--- config.mk ---
export PLATFORM = sky130hd
export DESIGN_NAME = rv32i_op_imm_execute_core_flat
export DESIGN_NICKNAME = d
export VERILOG_FILES = /design/src/hdl/rvoi_pkg.sv /design/src/hdl/rvoi_if.sv /design/src/hdl/rvoi_regfile.sv /design/src/hdl/rvoi_alu.sv /design/src/hdl/rv32i_op_imm_execute_core.sv /design/src/flat_wrapper.sv
export SDC_FILE = /design/constraint.sdc
export NUM_CORES = 1
export LEC_CHECK = 0
export BUFFER_PORTS_ARGS = -buffer_cell sky130_fd_sc_hd__buf_2
export CAP_MARGIN = 10
export CORE_UTILIZATION = 45
export CTS_CLUSTER_SIZE = 20
export DETAILED_ROUTE_END_ITERATION = 16
export PLACE_DENSITY_LB_ADDON = 0.15
export SYNTH_ARGS = -nofsm -noshare
export SYNTH_HDL_FRONTEND = slang
export SYNTH_HIERARCHICAL = 1
export SYNTH_SLANG_ARGS = --single-unit
--- constraint.sdc ---
create_clock -name clk -period 9.9 [get_ports clk]
set_clock_uncertainty 0.1 [all_clocks]
set_input_delay 1.98 -clock clk [delete_from_list [all_inputs] [get_ports clk]]
set_output_delay 1.98 -clock clk [all_outputs]
set_load 0.01 [all_outputs]
--- src/hdl/rvoi_pkg.sv ---
// shared types and constants for the op-imm execute block
`default_nettype none
package rvoi_pkg;

  localparam int unsigned XLEN      = 32;
  localparam int unsigned REG_COUNT = 32;
  localparam int unsigned REG_AW    = 5;

  // funct3 codes of the op-imm group
  localparam logic [2:0] F3_ADDI  = 3'd0;
  localparam logic [2:0] F3_SLLI  = 3'd1;
  localparam logic [2:0] F3_SLTI  = 3'd2;
  localparam logic [2:0] F3_SLTIU = 3'd3;
  localparam logic [2:0] F3_XORI  = 3'd4;
  localparam logic [2:0] F3_SRXI  = 3'd5;
  localparam logic [2:0] F3_ORI   = 3'd6;
  localparam logic [2:0] F3_ANDI  = 3'd7;

  // register file write port
  typedef struct packed {
    logic              en;
    logic [REG_AW-1:0] addr;
    logic [XLEN-1:0]   data;
  } rvoi_wr_t;

endpackage
`default_nettype wire

--- src/hdl/rvoi_if.sv ---
// valid/ready channel interfaces for instructions and write results
`default_nettype none
interface rvoi_req_if;
  logic        valid;
  logic        ready;
  logic [31:0] instruction_word;

  modport source (output valid, output instruction_word, input ready);
  modport sink   (input valid, input instruction_word, output ready);
endinterface

interface rvoi_rsp_if;
  logic        valid;
  logic        ready;
  logic [4:0]  dest_index;
  logic [31:0] write_value;
  logic        write_done;

  modport source (output valid, output dest_index, output write_value, output write_done,
                  input ready);
  modport sink   (input valid, input dest_index, input write_value, input write_done,
                  output ready);
endinterface
`default_nettype wire

--- src/hdl/rvoi_regfile.sv ---
// 32 x 32 register file memory with registered read and per-entry valid bits
`default_nettype none
module rvoi_regfile
  import rvoi_pkg::*;
(
  input  wire logic              clk,
  input  wire logic              rst,
  input  wire logic              rd_en,
  input  wire logic [REG_AW-1:0] rd_addr,
  output logic [XLEN-1:0]        rd_data,
  input  wire rvoi_wr_t          wr
);

  logic [XLEN-1:0]      mem [REG_COUNT];
  logic [REG_COUNT-1:0] valid;
  logic [XLEN-1:0]      mem_q;
  logic                 valid_q;

  // memory write and synchronous read
  always_ff @(posedge clk) begin
    if (wr.en) begin
      mem[wr.addr] <= wr.data;
    end
    if (rd_en) begin
      mem_q <= mem[rd_addr];
    end
  end

  // valid bits: an entry never written reads as zero
  always_ff @(posedge clk) begin
    if (rst) begin
      valid   <= '0;
      valid_q <= 1'b0;
    end else begin
      if (wr.en) begin
        valid[wr.addr] <= 1'b1;
      end
      if (rd_en) begin
        valid_q <= valid[rd_addr];
      end
    end
  end

  assign rd_data = valid_q ? mem_q : '0;

endmodule
`default_nettype wire

--- src/hdl/rvoi_alu.sv ---
// immediate decode and alu for the op-imm group
`default_nettype none
module rvoi_alu
  import rvoi_pkg::*;
(
  input  wire logic [31:0]     word,
  input  wire logic [XLEN-1:0] operand,
  output logic [XLEN-1:0]      result
);

  logic [XLEN-1:0] imm;
  logic [4:0]      shamt;
  logic            arith;

  // field decode
  assign imm   = {{(XLEN-12){word[31]}}, word[31:20]};
  assign shamt = word[24:20];
  assign arith = word[30];

  // operation select
  always_comb begin
    case (word[14:12])
      F3_ADDI:  result = operand + imm;
      F3_SLLI:  result = operand << shamt;
      F3_SLTI:  result = {{(XLEN-1){1'b0}}, ($signed(operand) < $signed(imm))};
      F3_SLTIU: result = {{(XLEN-1){1'b0}}, (operand < imm)};
      F3_XORI:  result = operand ^ imm;
      F3_SRXI:  result = arith ? XLEN'($signed(operand) >>> shamt) : (operand >> shamt);
      F3_ORI:   result = operand | imm;
      F3_ANDI:  result = operand & imm;
      default:  result = '0;
    endcase
  end

endmodule
`default_nettype wire

--- src/hdl/rv32i_op_imm_execute_core.sv ---
// RV32I op-imm execute block: top level
//
// The req channel takes one 32-bit op-imm instruction word per item. The rsp
// channel returns one item per instruction: rd, the value written and a flag
// that is low when rd is x0 (value then reads zero, nothing is written).
// Both channels move an item when valid and ready are high at a clock edge.
//
// An accepted item goes through the read stage and the output register to rsp.
// One instruction is accepted per cycle while req.ready is high; the rs1 read
// in the register file memory happens at acceptance, the alu and the write
// back when the item moves into the output register. A write on the same edge
// as the next item's read of that register is forwarded around the memory.
//
// Synchronous reset clears all pipeline valids and the per-register valid
// bits, so every register reads zero afterwards; no clearing sweep is needed.
// When the receiver holds rsp.ready low, the output register keeps its item,
// one more item waits in the read stage and req.ready drops.
`default_nettype none
module rv32i_op_imm_execute_core
  import rvoi_pkg::*;
(
  input  wire logic  clk,
  input  wire logic  rst,
  rvoi_req_if.sink   req,
  rvoi_rsp_if.source rsp
);

  logic            out_free;
  logic            s1_adv;
  logic            accept;
  logic            s1_valid;
  logic            s1_valid_next;
  logic [31:0]     s1_word;
  logic            fwd_hit;
  logic [XLEN-1:0] fwd_val;
  logic [XLEN-1:0] rf_data;
  logic [XLEN-1:0] operand;
  logic [XLEN-1:0] result;
  logic [4:0]      s1_rd;
  rvoi_wr_t        wr;

  // handshake control
  assign out_free      = !rsp.valid || rsp.ready;
  assign s1_adv        = s1_valid && out_free;
  assign req.ready     = !s1_valid || out_free;
  assign accept        = req.valid && req.ready;
  assign s1_valid_next = accept || (s1_valid && !s1_adv);
  assign s1_rd         = s1_word[11:7];

  // register file memory, rs1 read at acceptance
  rvoi_regfile u_regfile (
    .clk     (clk),
    .rst     (rst),
    .rd_en   (accept),
    .rd_addr (req.instruction_word[19:15]),
    .rd_data (rf_data),
    .wr      (wr)
  );

  // operand with bypass of a same-edge write
  assign operand = fwd_hit ? fwd_val : rf_data;

  rvoi_alu u_alu (
    .word    (s1_word),
    .operand (operand),
    .result  (result)
  );

  // write back as the item leaves the read stage; x0 never written
  assign wr.en   = s1_adv && (s1_rd != '0);
  assign wr.addr = s1_rd;
  assign wr.data = result;

  // read stage control
  always_ff @(posedge clk) begin
    if (rst) begin
      s1_valid <= 1'b0;
    end else begin
      s1_valid <= s1_valid_next;
    end
  end

  // read stage payload and forwarding capture
  always_ff @(posedge clk) begin
    if (accept) begin
      s1_word <= req.instruction_word;
      fwd_hit <= wr.en && (wr.addr == req.instruction_word[19:15]);
      fwd_val <= wr.data;
    end
  end

  // output register control
  always_ff @(posedge clk) begin
    if (rst) begin
      rsp.valid <= 1'b0;
    end else if (s1_adv) begin
      rsp.valid <= 1'b1;
    end else if (rsp.ready) begin
      rsp.valid <= 1'b0;
    end
  end

  // output register payload
  always_ff @(posedge clk) begin
    if (s1_adv) begin
      rsp.dest_index  <= s1_rd;
      rsp.write_value <= wr.en ? result : '0;
      rsp.write_done  <= wr.en;
    end
  end

endmodule
`default_nettype wire

--- src/flat_wrapper.sv ---
// flat-port wrapper written by rule: the top's interface ports become plain ports
module rv32i_op_imm_execute_core_flat import rvoi_pkg::*;
  (clk, rst, req_valid, req_instruction_word, req_ready, rsp_valid, rsp_dest_index, rsp_write_value, rsp_write_done, rsp_ready);
  rvoi_req_if req_i ();
  rvoi_rsp_if rsp_i ();
  input  wire logic clk;
  input  wire logic rst;
  input wire logic [$bits(req_i.valid)-1:0] req_valid;
  input wire logic [$bits(req_i.instruction_word)-1:0] req_instruction_word;
  output wire logic [$bits(req_i.ready)-1:0] req_ready;
  output wire logic [$bits(rsp_i.valid)-1:0] rsp_valid;
  output wire logic [$bits(rsp_i.dest_index)-1:0] rsp_dest_index;
  output wire logic [$bits(rsp_i.write_value)-1:0] rsp_write_value;
  output wire logic [$bits(rsp_i.write_done)-1:0] rsp_write_done;
  input wire logic [$bits(rsp_i.ready)-1:0] rsp_ready;
  assign req_i.valid = req_valid;
  assign req_i.instruction_word = req_instruction_word;
  assign req_ready = req_i.ready;
  assign rsp_valid = rsp_i.valid;
  assign rsp_dest_index = rsp_i.dest_index;
  assign rsp_write_value = rsp_i.write_value;
  assign rsp_write_done = rsp_i.write_done;
  assign rsp_i.ready = rsp_ready;
  rv32i_op_imm_execute_core u_core (.clk(clk), .rst(rst), .req(req_i), .rsp(rsp_i));
endmodule
* Yosys cells after proc, flatten, opt, wreduce, memory -nomap -nowiden
Memories as Yosys holds them, arrays and structs flattened. A register that Yosys moved wholly into a read port is not among the register bits.
Cells that the tools add are included.
** Storage, ports and cells
- Bits of input ports :: 36
- Flip-flop bits (word level) :: 138
- Output and inout bits :: 40
- Memories kept :: 1
- Bits in writable memories :: 1024
** Operators by class
- Shifts and indexed selects :: 3
- $lt $le $gt $ge :: 5
- Reductions and logical operators :: 15
- Equality and inequality tests :: 8
- Bitwise logic cells :: 4
- $add $sub $neg :: 1
- Muxes and demuxes :: 12
** Memory list
- u_core.u_regfile.mem :: depth 32, width 32, read ports 1, clocked after memory_dff 1, write ports 1, RTL line rvoi_regfile.sv:14 : logic [XLEN-1:0] mem [REG_COUNT];
** Operator list (count)
- 32-bit one-hot mux with 8 select lines :: 1
- 32-bit 2-to-1 mux :: 3
- 32-bit bitwise OR :: 2
- 32-bit adder :: 1
- 32-bit AND :: 1
- 32-bit by 12-bit < comparator with 1-bit output :: 1
- 32-bit < comparator :: 1
- 32-bit by 5-bit left shift with 32-bit output :: 1
- 32-bit by 5-bit >> shifter with 32-bit output :: 1
- 32-bit by 5-bit >>> shifter with 32-bit output :: 1
- 32-bit bitwise XOR :: 1
- 3-bit == test, second input constant :: 4
- 5-bit by 6-bit < comparator with 1-bit output, second input constant :: 2
- 3-bit by 2-bit == test with 1-bit output, second input constant :: 2
- 1-bit logical AND :: 6
- 1-bit 2-to-1 mux :: 6
- 1-bit binary-select mux with 5-bit select :: 1
- 1-bit demux with 5-bit select :: 1
- 5-bit == test :: 1
- 5-bit by 1-bit >= comparator with 1-bit output, second input constant :: 1
- 5-bit nonzero test :: 1
- 3-bit by 1-bit == test with 1-bit output, second input constant :: 1
- 1-bit logical NOT :: 3
- 3-bit logical NOT :: 1
- other kinds (2) :: 4

* Longest topological paths before layout
- Depth after elaboration :: 6
- Mapped depth :: 16
- Mapped depth without buffers :: 15

* Cells and area by module
The synthesis kept the hierarchy.
** By module, submodules not included
- rvoi_regfile :: cells an instance 1709, times used 1, area each 41303.4 µm²
- rvoi_alu :: cells an instance 1084, times used 1, area each 7582.3 µm²
- rv32i_op_imm_execute_core :: cells an instance 195, times used 1, area each 3877.5 µm²

* Worst setup path after synthesis
Ideal clock, no wire load.
- Kind :: flip-flop to flip-flop
- Start point :: register u_core.s1_word[31]
- End point :: register u_core.fwd_val[0], data pin
- Library setup time :: 0.488 ns
- Arrival time :: 4.753 ns
- Slack :: 4.559 ns
- Stages on the path, launching flop included :: 11
- Cells stage by stage :: edfxtp_1 -> inv_1 -> ha_1 -> inv_1 -> a2111oi_0 -> o221ai_1 -> a31oi_1 -> o211ai_1 -> a211oi_1 -> mux2i_1 -> o311ai_1
** Between the ends
- Word-level cells in the longest chain between the ends :: 2
- Elaborated cells on any way between the ends :: 3
** RTL lines
- start, declared :: RTL line rv32i_op_imm_execute_core.sv:33 : logic [31:0] s1_word;
- start signal, assigned :: RTL line rv32i_op_imm_execute_core.sv:86 : s1_word <= req.instruction_word;
- 32-bit < comparator / 32-bit by 12-bit < comparator with 1-bit output (equally long branches) :: RTL line rvoi_alu.sv:26, rvoi_alu.sv:25
- 32-bit one-hot mux with 8 select lines (*) :: RTL line rvoi_alu.sv:22 : case (word[14:12])
- named net u_core.result[0] :: RTL line rv32i_op_imm_execute_core.sv:38 : logic [XLEN-1:0] result;
- end signal, assigned :: RTL line rv32i_op_imm_execute_core.sv:88 : fwd_val <= wr.data;
- end, declared :: RTL line rv32i_op_imm_execute_core.sv:35 : logic [XLEN-1:0] fwd_val;
The timed path passes the listed nets; every way through them passes the cells marked *.
A chain may end at the register's enable or synchronous reset.

* Final worst setup path
- Start point :: register u_core.s1_word[21]
- End point :: register u_core.rsp.write_value[0], data pin
** Between the ends
- Word-level cells in the longest chain between the ends :: 3
- Elaborated cells on any way between the ends :: 7
** RTL lines
- parallel branches: the longest is 2 deep, another holds 32-bit < comparator
- 32-bit one-hot mux with 8 select lines (*) :: RTL line rvoi_alu.sv:22
- named net u_core.result[0] :: RTL line rv32i_op_imm_execute_core.sv:38
- end signal, assigned :: RTL line rv32i_op_imm_execute_core.sv:107 : rsp.write_value <= wr.en ? result : '0;
- end, declared :: RTL line rvoi_if.sv:19 : modport source (output valid, output dest_index, output write_value, output write_done,
Mark *: on every way through the listed nets, which the timed path passes.

==> results.cfg <==
[clock_network]
cts_resized = 0
root_buffer = clkbuf_16
post_cts_buffers = 0
clk_pin_slew_worst_paths_ps = 60
cts_hold_buf = 0
clk_latency_ps = 750
cts_buffers = 118
clkSinkCount = 1182
htreeDepth = 3
tritoncts = built
cts_buffer_depth = 3

[power]
p_seq_share_pct = 51.1
leakagePower_nw = 19.5
power.density_nw_per_um2 = 190
intPower_mw = 8.43
p_clk_share_pct = 38.2
power_mw = 11.2
swShare_pct = 24.5
p_sw_mw = 2.73
comb_power_share_pct = 10.6
max-vdd-ir-drop_v = 0.000178

[grt]
grt_pass1_wl_um = 213000
grt_overflow = 0
antenna_found_initial = 3
grt_max_degree = 118
grt_pass1_vias = 29500
grtUsageTotal_pct = 25.4

[worst_setup_path]
critical-path-max-stage-delay_ps = 730
arrival_ps = 5810
worstRegToRegCells = 13
worstSetupPathType = reg -> reg
crit_buf_inv = 3
cp-start-kind = flip-flop
cp_slowest_cell = clkinv_1
cp.depth = 13
r2r_setup_slack_ps = 4460
cp_max_fo = 64
cp-end-kind = flip-flop
r2r_start = u_core/s1_word[21]$_DFFE_PP_
critical_path.cell_chain = buf_4, clkinv_1, ha_1, o21bai_1, a21oi_1, o21bai_1, a221oi_1, o211ai_1, a211oi_1, mux2i_1, o311ai_4, buf_4, and2_1
cp.required_ps = 10280
crit_family = compound AO/OA/AOI/OAI gates
reg2reg_to = u_core/rsp.write_value[0]$_SDFFCE_PN0P_

[floorplanning]
fp.dieW_um = 343
core-area_um2 = 115000
dieHeight_um = 343
start_util_pct = 45.6
die-area_um2 = 118000
ios = 76
rows = 124

[logic_synthesis]
synth_nets = 3110
syn_inst = 2976
syn_area_per_cell_um2 = 17.6
synth_warnings = 6
synth_area_um2 = 52400

[sta]
grt_setup_unrepaired = no
worst_pin_slew_ps = 1090
min_period_over_period_pct = 54.9
final-hold-violation-count = 0
slew_violations = 0
setup_tns_ps = 0
max-slew-margin-rel_pct = 25.6
setup_ws_ps = 4460
setup_viol = 0
max_freq_mhz = 184
period_needed_ps = 5440

[final_layout]
drive_gt1_share_pct = 26.6
final_cells = 4704
multi_input_area_um2 = 16500
fillers = 9230
regArea_um2 = 35100
nets = 3223
syn_to_final_growth_pct = 12.2
final_area_um2 = 58800

[status]
violations = antenna violations
status = finished with violations

[worst_hold_path]
min_from = u_core/u_regfile/valid[30]$_SDFFE_PP0P_
hold_path_class = reg -> reg
hold_path_depth = 2
holdPathEnd = u_core/u_regfile/valid[30]$_SDFFE_PP0P_

[place]
placed_cells = 4479
io_buffers = 68
post_dp_cell_area_um2 = 55000
dp_hpwl_um = 87700
place_ws_ps = 4370
gp_congestion = 0.930

[drt]
drt_iter0_drc = 2874
num_vias = 29200
wl_met1_um = 61900
drc = 0
wl_met2_um = 72000
detail_route.vias_per_cell = 6.20
ant_nets = 1
met3_length_um = 9160
wl_per_cell_um = 31.4
wl_um = 148000
top_layer = met4
drt_pass1_iterations = 6

[flow_run]
cap_violations = 0
[how the worst max path moves through the flow]
| stage | start | end | slack (ps) |
|---|---|---|---|
| after floorplan | u_core/s1_word[31]$_DFFE_PP_ | u_core/fwd_val[0]$_DFFE_PP_ | 4560 |
| after global placement | rsp_ready | u_core/u_regfile/mem[11][7]$_DFFE_PP_ | 4400 |
| after detailed placement | u_core/s1_word[21]$_DFFE_PP_ | u_core/u_regfile/mem[14][17]$_DFFE_PP_ | 4370 |
| after CTS | u_core/s1_word[21]$_DFFE_PP_ | u_core/fwd_val[17]$_DFFE_PP_ | 4330 |
| after global routing | u_core/s1_word[21]$_DFFE_PP_ | u_core/rsp.write_value[31]$_SDFFCE_PN0P_ | 4230 |
| final | u_core/s1_word[21]$_DFFE_PP_ | u_core/rsp.write_value[0]$_SDFFCE_PN0P_ | 4460 |
[layout by cell type (no fill, tap or decap), drive strengths merged, types with 35 or more instances in the layout]
| cell type | instances |
|---|---|
| mux4 | 360 |
| buf | 174 |
| dfxtp | 35 |
| mux2i | 90 |
| edfxtp | 1147 |
| clkinv | 65 |
| ha | 97 |
| clkbuf | 142 |
| o21ai | 112 |
| inv | 85 |
| a21oi | 106 |
| and2 | 72 |
| nand2 | 97 |
| nor2 | 227 |
| mux2 | 73 |
[layer usage]
layer  vias up  track usage [%]
li1      12200                -
met1     15500             35.5
met2      1142             41.4
met3       256             3.48
met4         0             7.97
met5         -                0
[stage by stage]
stage	hold WS, ps	utilization [%]
2_1_floorplan	340	-
3_3_place_gp	350	47.9
3_5_place_dp	355	47.9
4_1_cts	370	51.1
5_1_grt	392	51.1
6_report	371	51.1
[area by class of cell]
class | count | area share [%]
clock buffer | 142 | 5.18
antenna | 5 | 0.0213
timing repair buffer | 174 | 2.07
inverter | 84 | 0.536
multi-input combinational | 1529 | 28.1
sequential | 1182 | 59.8
clock inverter | 76 | 1.14
tap | 1512 | 3.22
[tightest hold or removal path: cells and delay by family, from the launching register on]
| family | cells | cell delay (ps) |
|---|---|---|
| flops | 1 | 320 |
| simple gates | 2 | 120 |
[state kept, by name (all words and copies together) (netlist names)]
signal	count
u_core/fwd_hit	1
u_core/fwd_val	32
u_core/rsp.dest_index	5
u_core/rsp.valid	1
u_core/rsp.write_done	1
u_core/rsp.write_value	32
u_core/s1_valid	1
u_core/s1_word	20
u_core/u_regfile/mem	1024
u_core/u_regfile/mem_q	32
u_core/u_regfile/valid	32
u_core/u_regfile/valid_q	1
[power groups by stage]
stage                     registers (mW)  clock network (mW)  logic (mW)
final                               5.71                4.27        1.19
after global routing                5.71                4.53        1.27
after CTS                           5.71                4.35        1.18
after detailed placement            5.81                   0        1.18
after global placement              5.81                   0        1.15
after floorplan                     5.81                   0       0.737
Note: power is estimated with default switching activity, not from simulation.
